**src/nsp_pkg.sv**
```systemverilog
// nsp_pkg: shared types, character codes and sentence kinds of the nmea sentence parser
// no dependencies; imported by every module of the block

package nsp_pkg;

   localparam int VALUE_BITS_DEF = 32;
   localparam int HEADER_CHARS   = 5;
   localparam int HDR_POS_W      = 3;
   localparam int DIGIT_W        = 32;
   localparam int FRAC_W         = 4;
   localparam int FIELD_NUM_W    = 5;

   localparam logic [7:0] CHAR_DOLLAR = 8'h24;
   localparam logic [7:0] CHAR_STAR   = 8'h2A;
   localparam logic [7:0] CHAR_COMMA  = 8'h2C;
   localparam logic [7:0] CHAR_MINUS  = 8'h2D;
   localparam logic [7:0] CHAR_POINT  = 8'h2E;
   localparam logic [7:0] CHAR_ZERO   = 8'h30;
   localparam logic [7:0] CHAR_NINE   = 8'h39;
   localparam logic [7:0] CHAR_UP_A   = 8'h41;
   localparam logic [7:0] CHAR_UP_F   = 8'h46;
   localparam logic [7:0] CHAR_LO_A   = 8'h61;
   localparam logic [7:0] CHAR_LO_F   = 8'h66;

   localparam logic [39:0] NAME_GGA = 40'h4750474741;
   localparam logic [39:0] NAME_GSA = 40'h4750475341;
   localparam logic [39:0] NAME_GSV = 40'h4750475356;
   localparam logic [39:0] NAME_RMC = 40'h4750524D43;
   localparam logic [39:0] NAME_VTG = 40'h4750565447;

   localparam logic [2:0] KIND_NONE = 3'd0;
   localparam logic [2:0] KIND_GGA  = 3'd1;
   localparam logic [2:0] KIND_GSA  = 3'd2;
   localparam logic [2:0] KIND_GSV  = 3'd3;
   localparam logic [2:0] KIND_RMC  = 3'd4;
   localparam logic [2:0] KIND_VTG  = 3'd5;

   localparam logic RES_FIELD = 1'b0;
   localparam logic RES_END   = 1'b1;

   typedef struct packed {
      logic                   result_kind;
      logic [2:0]             sentence_kind;
      logic [FIELD_NUM_W-1:0] field_number;
      logic [7:0]             lead_char;
      logic                   field_empty;
      logic                   value_negative;
      logic [DIGIT_W-1:0]     digit_value;
      logic [FRAC_W-1:0]      fraction_digits;
      logic                   checksum_ok;
      logic [7:0]             received_sum;
      logic [7:0]             computed_sum;
   } result_type;

   function automatic logic [2:0] classify(input logic [39:0] text);
      logic [2:0] kind;
      kind = KIND_NONE;
      if (text == NAME_GGA) kind = KIND_GGA;
      else if (text == NAME_GSA) kind = KIND_GSA;
      else if (text == NAME_GSV) kind = KIND_GSV;
      else if (text == NAME_RMC) kind = KIND_RMC;
      else if (text == NAME_VTG) kind = KIND_VTG;
      return kind;
   endfunction

endpackage

```
**src/nsp_in_reg.sv**
```systemverilog
// nsp_in_reg: input register holding one received byte until the parse stage takes it
// uses nsp_pkg

module nsp_in_reg
   import nsp_pkg::*;
(
   input  logic       clock,
   input  logic       reset,
   input  logic       req_valid,
   output logic       req_stall,
   input  logic [7:0] req_rx_byte,
   input  logic       take,
   output logic       byte_valid,
   output logic [7:0] byte_data
);

   logic       vld_ff;
   logic       vld_in;
   logic [7:0] data_ff;
   logic       accept;

   assign req_stall  = vld_ff & ~take;
   assign accept     = req_valid & ~req_stall;
   assign vld_in     = accept | (vld_ff & ~take);
   assign byte_valid = vld_ff;
   assign byte_data  = data_ff;

   always_ff @(posedge clock) begin
      if (reset) begin
         vld_ff <= 1'b0;
      end else begin
         vld_ff <= vld_in;
      end
      if (accept) begin
         data_ff <= req_rx_byte;
      end
   end

endmodule

```
**src/nsp_parse_core.sv**
```systemverilog
// nsp_parse_core: sentence state and combinational parse logic for one byte per beat
// uses nsp_pkg (character codes, kinds, result_type, classify)

module nsp_parse_core
   import nsp_pkg::*;
#(
   parameter int VALUE_BITS = VALUE_BITS_DEF
) (
   input  logic       clock,
   input  logic       reset,
   input  logic       fire,
   input  logic [7:0] rx,
   output logic       res_valid,
   output result_type res
);

   typedef enum logic [1:0] {
      PH_IDLE,
      PH_HEADER,
      PH_FIELDS,
      PH_SUM
   } phase_type;

   localparam logic [VALUE_BITS-1:0] VALUE_MAX = '1;
   localparam logic [VALUE_BITS-1:0] MAX_DIV   = VALUE_MAX / 10;
   localparam logic [3:0]            MAX_REM   = 4'(VALUE_MAX % 10);

   phase_type              phase_ff, phase_in;
   logic [HDR_POS_W-1:0]   hdr_pos_ff, hdr_pos_in;
   logic [39:0]            hdr_text_ff, hdr_text_in;
   logic [2:0]             kind_ff, kind_in;
   logic [7:0]             sum_ff, sum_in;
   logic [FIELD_NUM_W-1:0] field_cnt_ff, field_cnt_in;
   logic [VALUE_BITS-1:0]  acc_ff, acc_in;
   logic [FRAC_W-1:0]      frac_ff, frac_in;
   logic                   point_ff, point_in;
   logic                   minus_ff, minus_in;
   logic [7:0]             first_ff, first_in;
   logic                   has_ff, has_in;
   logic [1:0]             hex_cnt_ff, hex_cnt_in;
   logic [7:0]             hex_acc_ff, hex_acc_in;

   logic                   clear_all;
   logic                   start_sentence;
   logic                   is_digit;
   logic [3:0]             digit;
   logic                   saturate;
   logic [VALUE_BITS-1:0]  acc_times_ten;
   logic                   hex_ok;
   logic [3:0]             hex_val;
   logic [7:0]             hex_next;

   assign is_digit      = rx inside {[CHAR_ZERO:CHAR_NINE]};
   assign digit         = rx[3:0];
   assign saturate      = (acc_ff > MAX_DIV) || ((acc_ff == MAX_DIV) && (digit > MAX_REM));
   assign acc_times_ten = (acc_ff << 3) + (acc_ff << 1) + VALUE_BITS'(digit);
   assign hex_next      = {hex_acc_ff[3:0], hex_val};

   always_comb begin
      hex_ok  = 1'b1;
      hex_val = rx[3:0];
      if (rx inside {[CHAR_UP_A:CHAR_UP_F]} || rx inside {[CHAR_LO_A:CHAR_LO_F]}) begin
         hex_val = 4'(rx[3:0] + 4'd9);
      end else if (!is_digit) begin
         hex_ok = 1'b0;
      end
   end

   always_comb begin
      phase_in       = phase_ff;
      hdr_pos_in     = hdr_pos_ff;
      hdr_text_in    = hdr_text_ff;
      kind_in        = kind_ff;
      sum_in         = sum_ff;
      field_cnt_in   = field_cnt_ff;
      acc_in         = acc_ff;
      frac_in        = frac_ff;
      point_in       = point_ff;
      minus_in       = minus_ff;
      first_in       = first_ff;
      has_in         = has_ff;
      hex_cnt_in     = hex_cnt_ff;
      hex_acc_in     = hex_acc_ff;
      clear_all      = 1'b0;
      start_sentence = 1'b0;
      res_valid      = 1'b0;
      res            = '0;

      if (rx == CHAR_DOLLAR) begin
         clear_all      = 1'b1;
         start_sentence = 1'b1;
      end else begin
         case (phase_ff)
            PH_IDLE: begin
            end
            PH_HEADER: begin
               if (rx == CHAR_STAR) begin
                  if (hdr_pos_ff < HDR_POS_W'(HEADER_CHARS)) kind_in = KIND_NONE;
                  phase_in   = PH_SUM;
                  hex_cnt_in = '0;
                  hex_acc_in = '0;
               end else begin
                  sum_in = sum_ff ^ rx;
                  if (hdr_pos_ff < HDR_POS_W'(HEADER_CHARS)) begin
                     hdr_text_in = {hdr_text_ff[31:0], rx};
                     hdr_pos_in  = hdr_pos_ff + 1'b1;
                     if (hdr_pos_ff == HDR_POS_W'(HEADER_CHARS - 1)) begin
                        kind_in = classify({hdr_text_ff[31:0], rx});
                     end
                  end else begin
                     phase_in = PH_FIELDS;
                     acc_in   = '0;
                     frac_in  = '0;
                     point_in = 1'b0;
                     minus_in = 1'b0;
                     first_in = '0;
                     has_in   = 1'b0;
                  end
               end
            end
            PH_FIELDS: begin
               if (rx == CHAR_COMMA || rx == CHAR_STAR) begin
                  res_valid           = 1'b1;
                  res.result_kind     = RES_FIELD;
                  res.sentence_kind   = kind_ff;
                  res.field_number    = field_cnt_ff;
                  res.lead_char       = has_ff ? first_ff : 8'd0;
                  res.field_empty     = ~has_ff;
                  res.value_negative  = minus_ff;
                  res.digit_value     = DIGIT_W'(acc_ff);
                  res.fraction_digits = frac_ff;
                  if (field_cnt_ff != '1) field_cnt_in = field_cnt_ff + 1'b1;
                  acc_in   = '0;
                  frac_in  = '0;
                  point_in = 1'b0;
                  minus_in = 1'b0;
                  first_in = '0;
                  has_in   = 1'b0;
                  if (rx == CHAR_COMMA) begin
                     sum_in = sum_ff ^ rx;
                  end else begin
                     phase_in   = PH_SUM;
                     hex_cnt_in = '0;
                     hex_acc_in = '0;
                  end
               end else begin
                  sum_in = sum_ff ^ rx;
                  if (!has_ff) begin
                     first_in = rx;
                     has_in   = 1'b1;
                  end
                  if (!has_ff && rx == CHAR_MINUS) begin
                     minus_in = 1'b1;
                  end else if (is_digit) begin
                     acc_in = saturate ? VALUE_MAX : acc_times_ten;
                     if (point_ff && frac_ff != '1) frac_in = frac_ff + 1'b1;
                  end else if (rx == CHAR_POINT) begin
                     point_in = 1'b1;
                  end
               end
            end
            PH_SUM: begin
               if (!hex_ok) begin
                  clear_all = 1'b1;
               end else begin
                  hex_acc_in = hex_next;
                  hex_cnt_in = hex_cnt_ff + 1'b1;
                  if (hex_cnt_ff == 2'd1) begin
                     res_valid         = 1'b1;
                     res.result_kind   = RES_END;
                     res.sentence_kind = kind_ff;
                     res.field_number  = field_cnt_ff;
                     res.checksum_ok   = (hex_next == sum_ff);
                     res.received_sum  = hex_next;
                     res.computed_sum  = sum_ff;
                     clear_all         = 1'b1;
                  end
               end
            end
            default: begin
               phase_in = PH_IDLE;
            end
         endcase
      end

      if (clear_all) begin
         phase_in     = start_sentence ? PH_HEADER : PH_IDLE;
         hdr_pos_in   = '0;
         hdr_text_in  = '0;
         kind_in      = KIND_NONE;
         sum_in       = '0;
         field_cnt_in = '0;
         acc_in       = '0;
         frac_in      = '0;
         point_in     = 1'b0;
         minus_in     = 1'b0;
         first_in     = '0;
         has_in       = 1'b0;
         hex_cnt_in   = '0;
         hex_acc_in   = '0;
      end
   end

   always_ff @(posedge clock) begin
      if (reset) begin
         phase_ff     <= PH_IDLE;
         hdr_pos_ff   <= '0;
         hdr_text_ff  <= '0;
         kind_ff      <= KIND_NONE;
         sum_ff       <= '0;
         field_cnt_ff <= '0;
         acc_ff       <= '0;
         frac_ff      <= '0;
         point_ff     <= 1'b0;
         minus_ff     <= 1'b0;
         first_ff     <= '0;
         has_ff       <= 1'b0;
         hex_cnt_ff   <= '0;
         hex_acc_ff   <= '0;
      end else if (fire) begin
         phase_ff     <= phase_in;
         hdr_pos_ff   <= hdr_pos_in;
         hdr_text_ff  <= hdr_text_in;
         kind_ff      <= kind_in;
         sum_ff       <= sum_in;
         field_cnt_ff <= field_cnt_in;
         acc_ff       <= acc_in;
         frac_ff      <= frac_in;
         point_ff     <= point_in;
         minus_ff     <= minus_in;
         first_ff     <= first_in;
         has_ff       <= has_in;
         hex_cnt_ff   <= hex_cnt_in;
         hex_acc_ff   <= hex_acc_in;
      end
   end

endmodule

```
**src/nsp_out_reg.sv**
```systemverilog
// nsp_out_reg: result register that holds one result beat until the receiver takes it
// uses nsp_pkg (result_type)

module nsp_out_reg
   import nsp_pkg::*;
(
   input  logic       clock,
   input  logic       reset,
   input  logic       load,
   input  result_type data_in,
   input  logic       rsp_stall,
   output logic       out_free,
   output logic       rsp_valid,
   output result_type data_out
);

   logic       vld_ff;
   logic       vld_in;
   result_type data_ff;

   assign out_free  = ~vld_ff | ~rsp_stall;
   assign vld_in    = load | (vld_ff & rsp_stall);
   assign rsp_valid = vld_ff;
   assign data_out  = data_ff;

   always_ff @(posedge clock) begin
      if (reset) begin
         vld_ff <= 1'b0;
      end else begin
         vld_ff <= vld_in;
      end
      if (load) begin
         data_ff <= data_in;
      end
   end

endmodule

```
**src/nmea_sentence_parser.sv**
```systemverilog
// nmea_sentence_parser: top level, input register, parse stage and result register
// uses nsp_pkg, nsp_in_reg, nsp_parse_core, nsp_out_reg

// The parser takes one received byte per beat and sustains one byte per clock cycle
// while the result register can take a result: a byte waits in the input register, is
// parsed against the sentence state, and any field or end result lands in the result
// register, which holds it until it is taken. The result register is where stalls start;
// while it keeps an untaken result, bytes keep flowing as long as they produce none.
// VALUE_BITS sets the saturation width of the digit accumulator; the reported value
// is its low 32 bits.

module nmea_sentence_parser
   import nsp_pkg::*;
#(
   parameter int VALUE_BITS = VALUE_BITS_DEF
) (
   input  logic                   clock,
   input  logic                   reset,
   input  logic                   req_valid,
   output logic                   req_stall,
   input  logic [7:0]             req_rx_byte,
   output logic                   rsp_valid,
   input  logic                   rsp_stall,
   output logic                   rsp_result_kind,
   output logic [2:0]             rsp_sentence_kind,
   output logic [FIELD_NUM_W-1:0] rsp_field_number,
   output logic [7:0]             rsp_lead_char,
   output logic                   rsp_field_empty,
   output logic                   rsp_value_negative,
   output logic [DIGIT_W-1:0]     rsp_digit_value,
   output logic [FRAC_W-1:0]      rsp_fraction_digits,
   output logic                   rsp_checksum_ok,
   output logic [7:0]             rsp_received_sum,
   output logic [7:0]             rsp_computed_sum
);

   logic       byte_valid;
   logic [7:0] byte_data;
   logic       out_free;
   logic       fire;
   logic       res_valid;
   result_type res;
   result_type rsp_data;

   assign fire = byte_valid & (out_free | ~res_valid);

   nsp_in_reg u_in_reg (
      .clock       (clock),
      .reset       (reset),
      .req_valid   (req_valid),
      .req_stall   (req_stall),
      .req_rx_byte (req_rx_byte),
      .take        (fire),
      .byte_valid  (byte_valid),
      .byte_data   (byte_data)
   );

   nsp_parse_core #(
      .VALUE_BITS (VALUE_BITS)
   ) u_parse_core (
      .clock     (clock),
      .reset     (reset),
      .fire      (fire),
      .rx        (byte_data),
      .res_valid (res_valid),
      .res       (res)
   );

   nsp_out_reg u_out_reg (
      .clock     (clock),
      .reset     (reset),
      .load      (fire & res_valid),
      .data_in   (res),
      .rsp_stall (rsp_stall),
      .out_free  (out_free),
      .rsp_valid (rsp_valid),
      .data_out  (rsp_data)
   );

   assign rsp_result_kind     = rsp_data.result_kind;
   assign rsp_sentence_kind   = rsp_data.sentence_kind;
   assign rsp_field_number    = rsp_data.field_number;
   assign rsp_lead_char       = rsp_data.lead_char;
   assign rsp_field_empty     = rsp_data.field_empty;
   assign rsp_value_negative  = rsp_data.value_negative;
   assign rsp_digit_value     = rsp_data.digit_value;
   assign rsp_fraction_digits = rsp_data.fraction_digits;
   assign rsp_checksum_ok     = rsp_data.checksum_ok;
   assign rsp_received_sum    = rsp_data.received_sum;
   assign rsp_computed_sum    = rsp_data.computed_sum;

endmodule

```
**config.mk**
```make
export PLATFORM = sky130hd
export DESIGN_NAME = nmea_sentence_parser
export DESIGN_NICKNAME = d
export VERILOG_FILES = /design/src/nsp_pkg.sv /design/src/nsp_in_reg.sv /design/src/nsp_parse_core.sv /design/src/nsp_out_reg.sv /design/src/nmea_sentence_parser.sv
export SDC_FILE = /design/constraint.sdc
export NUM_CORES = 1
export LEC_CHECK = 0
export BUFFER_PORTS_ARGS = -buffer_cell sky130_fd_sc_hd__buf_2
export CELL_PAD_IN_SITES_DETAIL_PLACEMENT = 1
export CELL_PAD_IN_SITES_GLOBAL_PLACEMENT = 1
export CORE_UTILIZATION = 42
export CTS_CLUSTER_DIAMETER = 120
export DETAILED_ROUTE_END_ITERATION = 12
export PLACE_DENSITY = 0.81
export SYNTH_ARGS = -nofsm -noshare
export SYNTH_HDL_FRONTEND = slang
export SYNTH_SLANG_ARGS = --single-unit
```
**constraint.sdc**
```tcl
create_clock -name clock -period 5.9 [get_ports clock]
set_input_delay 0.295 -clock clock [delete_from_list [all_inputs] [get_ports clock]]
set_output_delay 0.295 -clock clock [all_outputs]
set_load 0.01 [all_outputs]
```
Word-level counts from Yosys, hierarchy flattened

Cells that the tools add are included.

Register bits after elaboration: 188
Word-level logic and storage cells: 249
Input port bits: 12
Output and inout bits: 74

Muxes and demuxes: 115
Bitwise operators: 21
$lt $le $gt $ge: 9
Equal/unequal tests: 36
Reductions and logical operators: 33
Add/subtract/negate cells: 7

Operators by type and width:

| kind                 | count |
|---|---|
| $mux 32              | 13 |
| $eq 40x39->1 const B | 5 |
| $mux 8               | 12 |
| $pmux 32 s2          | 1 |
| $mux 4               | 15 |
| $mux 54              | 1 |
| $mux 3               | 17 |
| $eq 8x6->1 const B   | 5 |
| $add 32x32->32       | 1 |
| $add 32x4->32        | 1 |
| $eq 32x29->1 const B | 1 |
| $gt 32x29->1 const B | 1 |
| $pmux 8 s2           | 2 |
| $mux 1               | 26 |
| $mux 5               | 5 |
| $reduce_and 5->1     | 5 |
| $mux 2               | 12 |
| $mux 9               | 2 |
| $pmux 9 s2           | 1 |
| $reduce_and 6->1     | 3 |
| $ge 8x7->1 const B   | 2 |
| $le 8x7->1 const B   | 2 |
| $ne 4x1->1 const B   | 4 |
| $reduce_and 8->1     | 2 |
| other kinds (38)     | 82 |

Logic depth before layout (Yosys ltp)

Gate-level depths: netlist of run 1.

Depth in word-level cells: 15
Depth in mapped cells: 14
Depth with buffers taken out: 13

Cells and area by module

A second synthesis of run 1 with hierarchy kept.

Cell total of the unflattened synthesis: 1010
Area, all modules: 9868.2 µm²

By module, submodules not included:

| module               | instances | seq. area each (µm²) | area an instance (µm²) | cells each |
|---|---|---|---|---|
| nsp_parse_core       | 1         | 2122.0               | 7364.6                 | 919 |
| nsp_out_reg          | 1         | 2182.1               | 2194.6                 | 76 |
| nsp_in_reg           | 1         | 260.2                | 290.3                  | 12 |
| nmea_sentence_parser | 1         | 0.0                  | 18.8                   | 3 |

Worst setup path after synthesis of run 1

No wires, ideal clock.

Path kind: reg-to-reg
Start: reg u_in_reg.data_ff[0], in the netlist u_in_reg.byte_data[0]
End: reg u_out_reg.data_ff (netlist bit u_out_reg.data_out[0]) (enable)
Arrival: 5.086 ns
Stages on the path, launching flop included: 11
Required time: 5.397 ns
Buffers on the path: 2
Setup time: 0.503 ns
Path slack: 0.311 ns
Period minus slack after synthesis: 5.589 ns
Path through: edfxtp_1 > clkbuf_1 > inv_1 > ha_1 > o21ba_2 > o21a_1 > o211a_1 > buf_2 > nor2_1 > o21ai_2 > nor2_1

Cells in the longest elaborated chain, start to end: 11
Elaborated cells on any way between the ends: 24
Classes of those cells: order compare (6); eq/ne (3); mux (6); bitwise (4); reduce/logical (5)

Ends and longest elaborated chain:

| element                                           | line                                       | RTL |
|---|---|---|
| from (decl)                                       | nsp_in_reg.sv:19                           | `logic [7:0] data_ff;` |
| from (signal assigned)                            | nsp_in_reg.sv:35                           | `data_ff <= req_rx_byte;` |
| $ge 8x6->1 (tied with other cells)                | nsp_parse_core.sv:53                       | `assign is_digit = rx inside {[CHAR_ZERO:CHAR_NINE]};` |
| $logic_and 1x1->1 (on tied branches)              | nsp_parse_core.sv:53, nsp_parse_core.sv:62 |  |
| $mux 1 / $logic_or 1x1->1 (equally long branches) | nsp_parse_core.sv:64, nsp_parse_core.sv:62 |  |
| $mux 1                                            | nsp_parse_core.sv:62                       | `if (rx inside {[CHAR_UP_A:CHAR_UP_F]} \|\| rx inside {[CHAR_LO_A:CHAR_LO_F]}) begin` |
| $mux 1                                            | nsp_parse_core.sv:163                      | `if (!hex_ok) begin` |
| $pmux 1 s2                                        | nsp_parse_core.sv:93                       | `case (phase_ff)` |
| $mux 1 (*)                                        | nsp_parse_core.sv:89                       | `if (rx == CHAR_DOLLAR) begin` |
| $not 1->1                                         | nmea_sentence_parser.sv:45                 | `assign fire = byte_valid & (out_free \| ~res_valid);` |
| $or 1x1->1                                        | nmea_sentence_parser.sv:45                 |  |
| $and 1x1->1                                       | nmea_sentence_parser.sv:45                 |  |
| $and 1x1->1 (*)                                   | nmea_sentence_parser.sv:72                 | `.load (fire & res_valid),` |
| via u_out_reg.load                                | nsp_out_reg.sv:9                           | `input logic load,` |
| to (signal assigned)                              | nsp_out_reg.sv:33                          | `data_ff <= data_in;` |
| to (decl)                                         | nsp_out_reg.sv:19                          | `result_type data_ff;` |

The timed path passes the listed nets; every way through them passes the cells marked *.
A chain may end at the register's enable or synchronous reset.

Worst setup path in the final report of run 1

Start: reg u_in_reg.data_ff[3], in the netlist u_in_reg.byte_data[3]
End: reg u_parse_core.acc_ff[28]

Cells in the longest elaborated chain, start to end: 11
Elaborated cells on any way between the ends: 46
Classes of those cells: add/sub (1); order compare (7); eq/ne (9); mux (16); bitwise (3); reduce/logical (10)

Ends and longest elaborated chain:

| element                                                                | line                  | RTL |
|---|---|---|
| parallel branches: the longest is 11 deep, another holds $add 32x4->32 | -                     |  |
| to (signal assigned)                                                   | nsp_parse_core.sv:227 | `acc_ff <= acc_in;` |
| to (decl)                                                              | nsp_parse_core.sv:34  | `logic [VALUE_BITS-1:0] acc_ff, acc_in;` |

Several ways; the timed one is not identified. The select of a mux whose other input is x is not followed.

==> results.cfg, run 1 <==
[logic_synthesis]
synth_cells = 1025
synth_edf_count = 80
synth-main-ff-cell = dfxtp_1
synth-seq-area-share_pct = 46.7
syn-num-nets = 1111
synthDistinctLibCells = 69
synth-seq-cells = 188
syn_avg_cell_area_sq_um = 9.53
yosysWarnings = 0
synthArstFlopShare_pct = 0
syn_area_sq_mm = 0.00977

[sta]
relSlewSlack_pct = 9.94
hold_slack_ps = 16.9
setup_ws_ps = 1360
drv_slew = 0
fin_setup_tns_ps = 0
post-route-period-util_pct = 76.9
setup_viol = 0
period_needed_ps = 4540
rsz0062_at_grt = no
worst_slew_pin_slew_ps = 1340
hold_viol_final = 0
clock.fmax_ghz = 0.220
fin_skew_ps = 17.6

[critical_path]
cp-end-kind = flop
path_max_fanout = 13
path_class = reg2reg
arrival_ps = 4820
required_ps = 6190
critPathLaunchType = flop

[final_layout]
drive_gt1_share_pct = 13.1
area_growth_pct = 13.2
nets = 1176
final_common_cell = nand2_1
antenna_cells = 0
fill_cells = 2621
stdcell_area_sq_mm = 0.0111
final_util_pct = 48.7
mostFrequentLayoutCells = 122 x nand2_1, 108 x dfxtp_1, 98 x a21oi_1

[routing]
postRouteAntennaNets = 0
wl_per_cell_um = 18.8
dr.pass1.iters = 5
drt_iter0_drc = 476
drc = 0
vias = 7807
vias_per_cell = 5.62
routed_wl_mm = 26.1

[clock_tree]
clk_path_buf_depth = 2
cts_tree = built
cts_root_buffer = clkbuf_16
cts_made_buffers = 17
cts_resized = 0
cts_setup_buffers = 0
ctsHoldBuffers = 0
clkSinkCount = 188
clk_latency_ps = 450
clk_pin_slew_worst_paths_ps = 80
h-tree-depth = 4

[floorplanning]
start_util_pct = 43.0
dieArea_sq_mm = 0.0239
die_w_um = 155
placementRows = 55
die_h_um = 155
core_sq_mm = 0.0227
boundaryPins = 86

[global_routing]
grt_usage_pct = 22.3
grt.met1_usage_pct = 29.8
grt_pass1_wl_mm = 42.2
grt_util_met3_pct = 2.86
antenna_found_initial = 0
met2_usage_pct = 37.2
grt_max_degree = 80
busiest_layer = met2
overflow = 0
grt_pass1_vias = 7909

[pwr]
p_leak_nw = 4.60
irDropWorstVdd_mv = 0.152
power_density_mw_per_mm2 = 235

[placed_design]
placed_area_sq_mm = 0.0104
dp_worst_setup_slack_ps = 1390
dpl.hpwl_mm = 18.4
place_congestion = 0.848
io_buffers = 85

[run_status]
status = complete, no violations

[job]
maxCapViolations = 0

[worst_hold_path]
worst_hold_path_type = in2reg
## final timing paths
check | cells after the start | slack, ps | endpoint | start
worst min register to register | 2 | 460 | u_parse_core.hdr_text_ff[26]$_SDFFE_PP0P_ | u_parse_core.hdr_text_ff[26]$_SDFFE_PP0P_
worst max-delay path | 13 | 1360 | u_parse_core.acc_ff[28]$_SDFFE_PP0P_ | u_in_reg.byte_data[3]$_DFFE_PP_
worst max register to register | 13 | 1360 | u_parse_core.acc_ff[28]$_SDFFE_PP0P_ | u_in_reg.byte_data[3]$_DFFE_PP_
worst min-delay path | 1 | 20 | u_in_reg.byte_data[6]$_DFFE_PP_ | req_rx_byte[6]
## report_power, final
part / total, W / switching, W / internal, W / leakage [nW]
Sequential: 0.00137 / 0.0000177 / 0.00135 / 1.61
Combinational: 0.0000535 / 0.0000363 / 0.0000173 / 2.70
Clock: 0.00118 / 0.000597 / 0.000580 / 0.298
## Yosys cell counts (3+ instances only)
library cell / n / area share, %
and2_1: 62 / 4.0
ha_1: 72 / 9.2
nand2b_1: 4 / 0.26
nor3b_1: 4 / 0.31
a31oi_1: 9 / 0.58
a21o_1: 22 / 1.7
mux2i_1: 10 / 1.0
clkbuf_1: 31 / 1.2
dfxtp_1: 108 / 22
a211o_1: 3 / 0.27
o21ai_0: 53 / 2.7
nor4b_1: 6 / 0.54
nor4_1: 4 / 0.26
o21bai_1: 3 / 0.23
nor2_1: 65 / 2.5
nand4b_1: 6 / 0.54
and3_1: 17 / 1.1
buf_2: 14 / 0.72
inv_1: 24 / 0.92
a211oi_1: 6 / 0.46
o31ai_1: 3 / 0.23
or3_1: 10 / 0.64
edfxtp_1: 80 / 25
nor2b_1: 11 / 0.70
o211ai_1: 3 / 0.23
nand2_1: 122 / 4.7
buf_1: 4 / 0.15
xnor2_1: 20 / 1.8
nor3_1: 15 / 0.77
xor2_1: 29 / 2.6
o21a_1: 4 / 0.31
nand4_1: 6 / 0.38
nand3_1: 51 / 2.6
a21oi_1: 99 / 5.1
## critical path, cell delays in order (launching register included)
cell and delay, ps:
edfxtp_1 630, inv_1 160, fa_1 560, inv_1 70
fa_1 470, a21o_1 220, a221oi_2 370, o21ai_0 210
a2111o_1 480, a31o_2 250, a31oi_2 210, o21bai_1 100
and4b_1 190, a2111oi_0 460
## metal layers
metal / wire, um / vias to the layer above
met2: 12600 / 145
met1: 12300 / 3836
met4: 539 / 0
li1: - / 3789
met5: 0 / -
met3: 652 / 37
## flip-flops by register name, indices dropped and copies added (netlist names)
name / cells
u_parse_core.frac_ff: 4
u_parse_core.sum_ff: 8
u_parse_core.point_ff: 1
u_in_reg.byte_data: 8
u_out_reg.rsp_valid: 1
u_parse_core.hex_acc_ff: 4
u_parse_core.field_cnt_ff: 5
u_parse_core.hex_cnt_ff: 2
u_parse_core.phase_ff: 2
u_out_reg.data_out: 72
u_in_reg.byte_valid: 1
u_parse_core.first_ff: 8
u_parse_core.has_ff: 1
u_parse_core.kind_ff: 3
u_parse_core.hdr_text_ff: 32
u_parse_core.minus_ff: 1
u_parse_core.hdr_pos_ff: 3
u_parse_core.acc_ff: 32
## area by class of cell
class | count | area (sq um) | area share (%)
sequential | 188 | 4560 | 41.2
clock buffer | 17 | 425 | 3.84
clock inverter | 15 | 194 | 1.75
multi-input combinational | 764 | 4940 | 44.6
inverter | 24 | 90.1 | 0.814
tap | 285 | 357 | 3.22
timing repair buffer | 95 | 500 | 4.52
## metrics by stage
| step | instances | power [W] |
|---|---|---|
| floorplan | 1025 | 0.00143 |
| global placement | 1356 | 0.00145 |
| detailed placement | 1356 | 0.00145 |
| CTS | 1388 | 0.00261 |
| global route | 1388 | 0.00267 |
| finish | 1388 | 0.00260 |
## cells by family (layout without fill, tap and decap cells)
family                     after synthesis  in the layout  share of synthesized area [%]
muxes                                   10             10                           1.02
and+or+nand+nor                        398            398                           20.6
AOI/OAI and AO/OA                      233            233                           14.7
adders and majority gates               74             74                           9.63
xor gates and xnor gates                49             49                           4.39
DFF                                    188            188                           46.7
buffers and inverters                   73            151                           2.98
No activity file was read; power rests on OpenSTA's default activity.
==> inputs of run 2 (changes only) <==
--- a/config.mk
+++ b/config.mk
@@ -8,10 +8,10 @@
 export BUFFER_PORTS_ARGS = -buffer_cell sky130_fd_sc_hd__buf_2
 export CELL_PAD_IN_SITES_DETAIL_PLACEMENT = 1
 export CELL_PAD_IN_SITES_GLOBAL_PLACEMENT = 1
-export CORE_UTILIZATION = 42
+export CORE_UTILIZATION = 45
 export CTS_CLUSTER_DIAMETER = 120
 export DETAILED_ROUTE_END_ITERATION = 12
-export PLACE_DENSITY = 0.81
+export PLACE_DENSITY = 0.83
 export SYNTH_ARGS = -nofsm -noshare
 export SYNTH_HDL_FRONTEND = slang
 export SYNTH_SLANG_ARGS = --single-unit
==> constraint.sdc (replaced) <==
create_clock -name clock -period 4.6 [get_ports clock]
set_input_delay 0.23 -clock clock [delete_from_list [all_inputs] [get_ports clock]]
set_output_delay 0.23 -clock clock [all_outputs]
set_load 0.01 [all_outputs]
==> results.cfg, run 2 (same netlist as run 1, synthesis figures left out) <==
[global_routing]
antenna_found_initial = 1
overflow = 0
grt_max_degree = 73
grt_usage_pct = 25.1
grt_pass1_wl_mm = 43.7
grt_pass1_vias = 8306

[routing]
wl_per_cell_um = 19.5
dr.pass1.iters = 6
routed_wl_mm = 27.1
drt_iter0_drc = 579
postRouteAntennaNets = 0
vias_per_cell = 5.83
vias = 8094
drc = 0

[final_layout]
final_common_cell = nand2_1
area_growth_pct = 14.1
fill_cells = 2416
drive_gt1_share_pct = 13.5
largest_reg_flops = 72
mostFrequentLayoutCells = 122 x nand2_1, 108 x dfxtp_1, 98 x a21oi_1
nets = 1186

[clock_tree]
clk_latency_ps = 440
cts_tree = built
clkSinkCount = 188
clk_path_buf_depth = 2
cts_made_buffers = 17
ctsHoldBuffers = 5
cts_setup_buffers = 0
cts_root_buffer = clkbuf_16
cts_resized = 0
clk_pin_slew_worst_paths_ps = 80
h-tree-depth = 4

[floorplanning]
boundaryPins = 86
die_h_um = 149
core_sq_mm = 0.0212
die_w_um = 149
placementRows = 53
dieArea_sq_mm = 0.0223
start_util_pct = 46.2

[pwr]
p_leak_nw = 4.76
irDropWorstVdd_mv = 0.256
power_density_mw_per_mm2 = 302

[critical_path]
r2r_start = u_parse_core.acc_ff[0]$_SDFFE_PP0P_
path_max_fanout = 5
path_class = reg2reg
r2r_setup_slack_ps = 450
arrival_ps = 4470
critPathLaunchType = flop
required_ps = 4920
rr_worst_depth = 13
cp-end-kind = flop
r2r_end = u_parse_core.acc_ff[28]$_SDFFE_PP0P_
worstSetupStartpoint = u_parse_core.acc_ff[0]$_SDFFE_PP0P_

[job]
maxCapViolations = 0

[sta]
drv_slew = 0
worst_slew_pin_slew_ps = 1080
post-route-period-util_pct = 90.2
relSlewSlack_pct = 28.3
fin_setup_tns_ps = 0
hold_slack_ps = 4.39
fin_skew_ps = 10.7
hold_viol_final = 0
rsz0062_at_grt = no
clock.fmax_ghz = 0.241
setup_viol = 0
period_needed_ps = 4150

[placed_design]
io_buffers = 85
dpl.hpwl_mm = 18.7
place_congestion = 0.844

[worst_hold_path]
whs_endpoint = u_in_reg.byte_data[1]$_DFFE_PP_
min_from = req_rx_byte[1]
worst_hold_path_type = in2reg
worstHoldPathCells = 1

[run_status]
status = complete, no violations
-- run 2: cell types whose count changed in the layout (fill, tap and decap cells not counted), sizes merged --
cell and delta:
buf +5, bufinv +1, clkinv -3, diode +1
dlygate4sd3 +5, inv +2
-- run 2: power breakdown --
part           leakage, nW  switching [W]  internal (W)
combinational         2.79      0.0000554     0.0000271
clock                0.299       0.000744      0.000788
sequential            1.67      0.0000180       0.00173
-- run 2: through the flow --
stage	cells	instance area, sq um	util, %	setup slack, ps	total power [W]
detailed placement	1351	10500	49.6	612	0.00186
finish	1389	11100	52.7	450	0.00336
floorplan	1025	9780	-	188	0.00183
CTS	1388	11100	52.7	467	0.00338
global route	1388	11100	52.7	252	0.00345
global placement	1351	10500	49.6	721	0.00186
-- run 2: layer usage --
metal	part of all wire [%]	vias to the layer above	global-route usage (%)
li1	-	3816	-
met1	45	4002	32.2
met2	49	204	41.9
met3	3.6	70	3.79
met4	2.8	2	10.4
met5	0.029	-	0
-- run 2: final cells by class --
| cell class | instances | area [sq um] | area share [%] |
|---|---|---|---|
| Multi-Input combinational cell | 764 | 4940 | 44.3 |
| Sequential cell | 188 | 4560 | 40.9 |
| Timing Repair Buffer | 105 | 601 | 5.39 |
| Clock buffer | 17 | 425 | 3.82 |
| Tap cell | 275 | 344 | 3.09 |
| Clock inverter | 15 | 185 | 1.66 |
| Inverter | 24 | 90.1 | 0.808 |
| Antenna cell | 1 | 2.50 | 0.0224 |
-- run 2: worst max path at each step --
stage	endpoint	slack, ps
after global routing	u_parse_core.acc_ff[28]$_SDFFE_PP0P_	250
after CTS	u_parse_core.acc_ff[28]$_SDFFE_PP0P_	470
after floorplan	u_out_reg.data_out[0]$_SDFFCE_PP0P_	190
after detailed placement	u_parse_core.acc_ff[28]$_SDFFE_PP0P_	610
after global placement	u_parse_core.acc_ff[28]$_SDFFE_PP0P_	720
final	u_parse_core.acc_ff[28]$_SDFFE_PP0P_	450
-- run 2: worst max-delay path, cell delays in order, from the launching register on --
cell and delay, ps:
dfxtp_1 410, inv_1 110, fa_1 520, inv_1 80, fa_1 480, a21o_1 220, a221oi_2 380, o21ai_0 210
a2111o_1 480, a31o_2 260, a31oi_2 230, o21bai_1 110, and4b_1 190, a2111oi_0 370
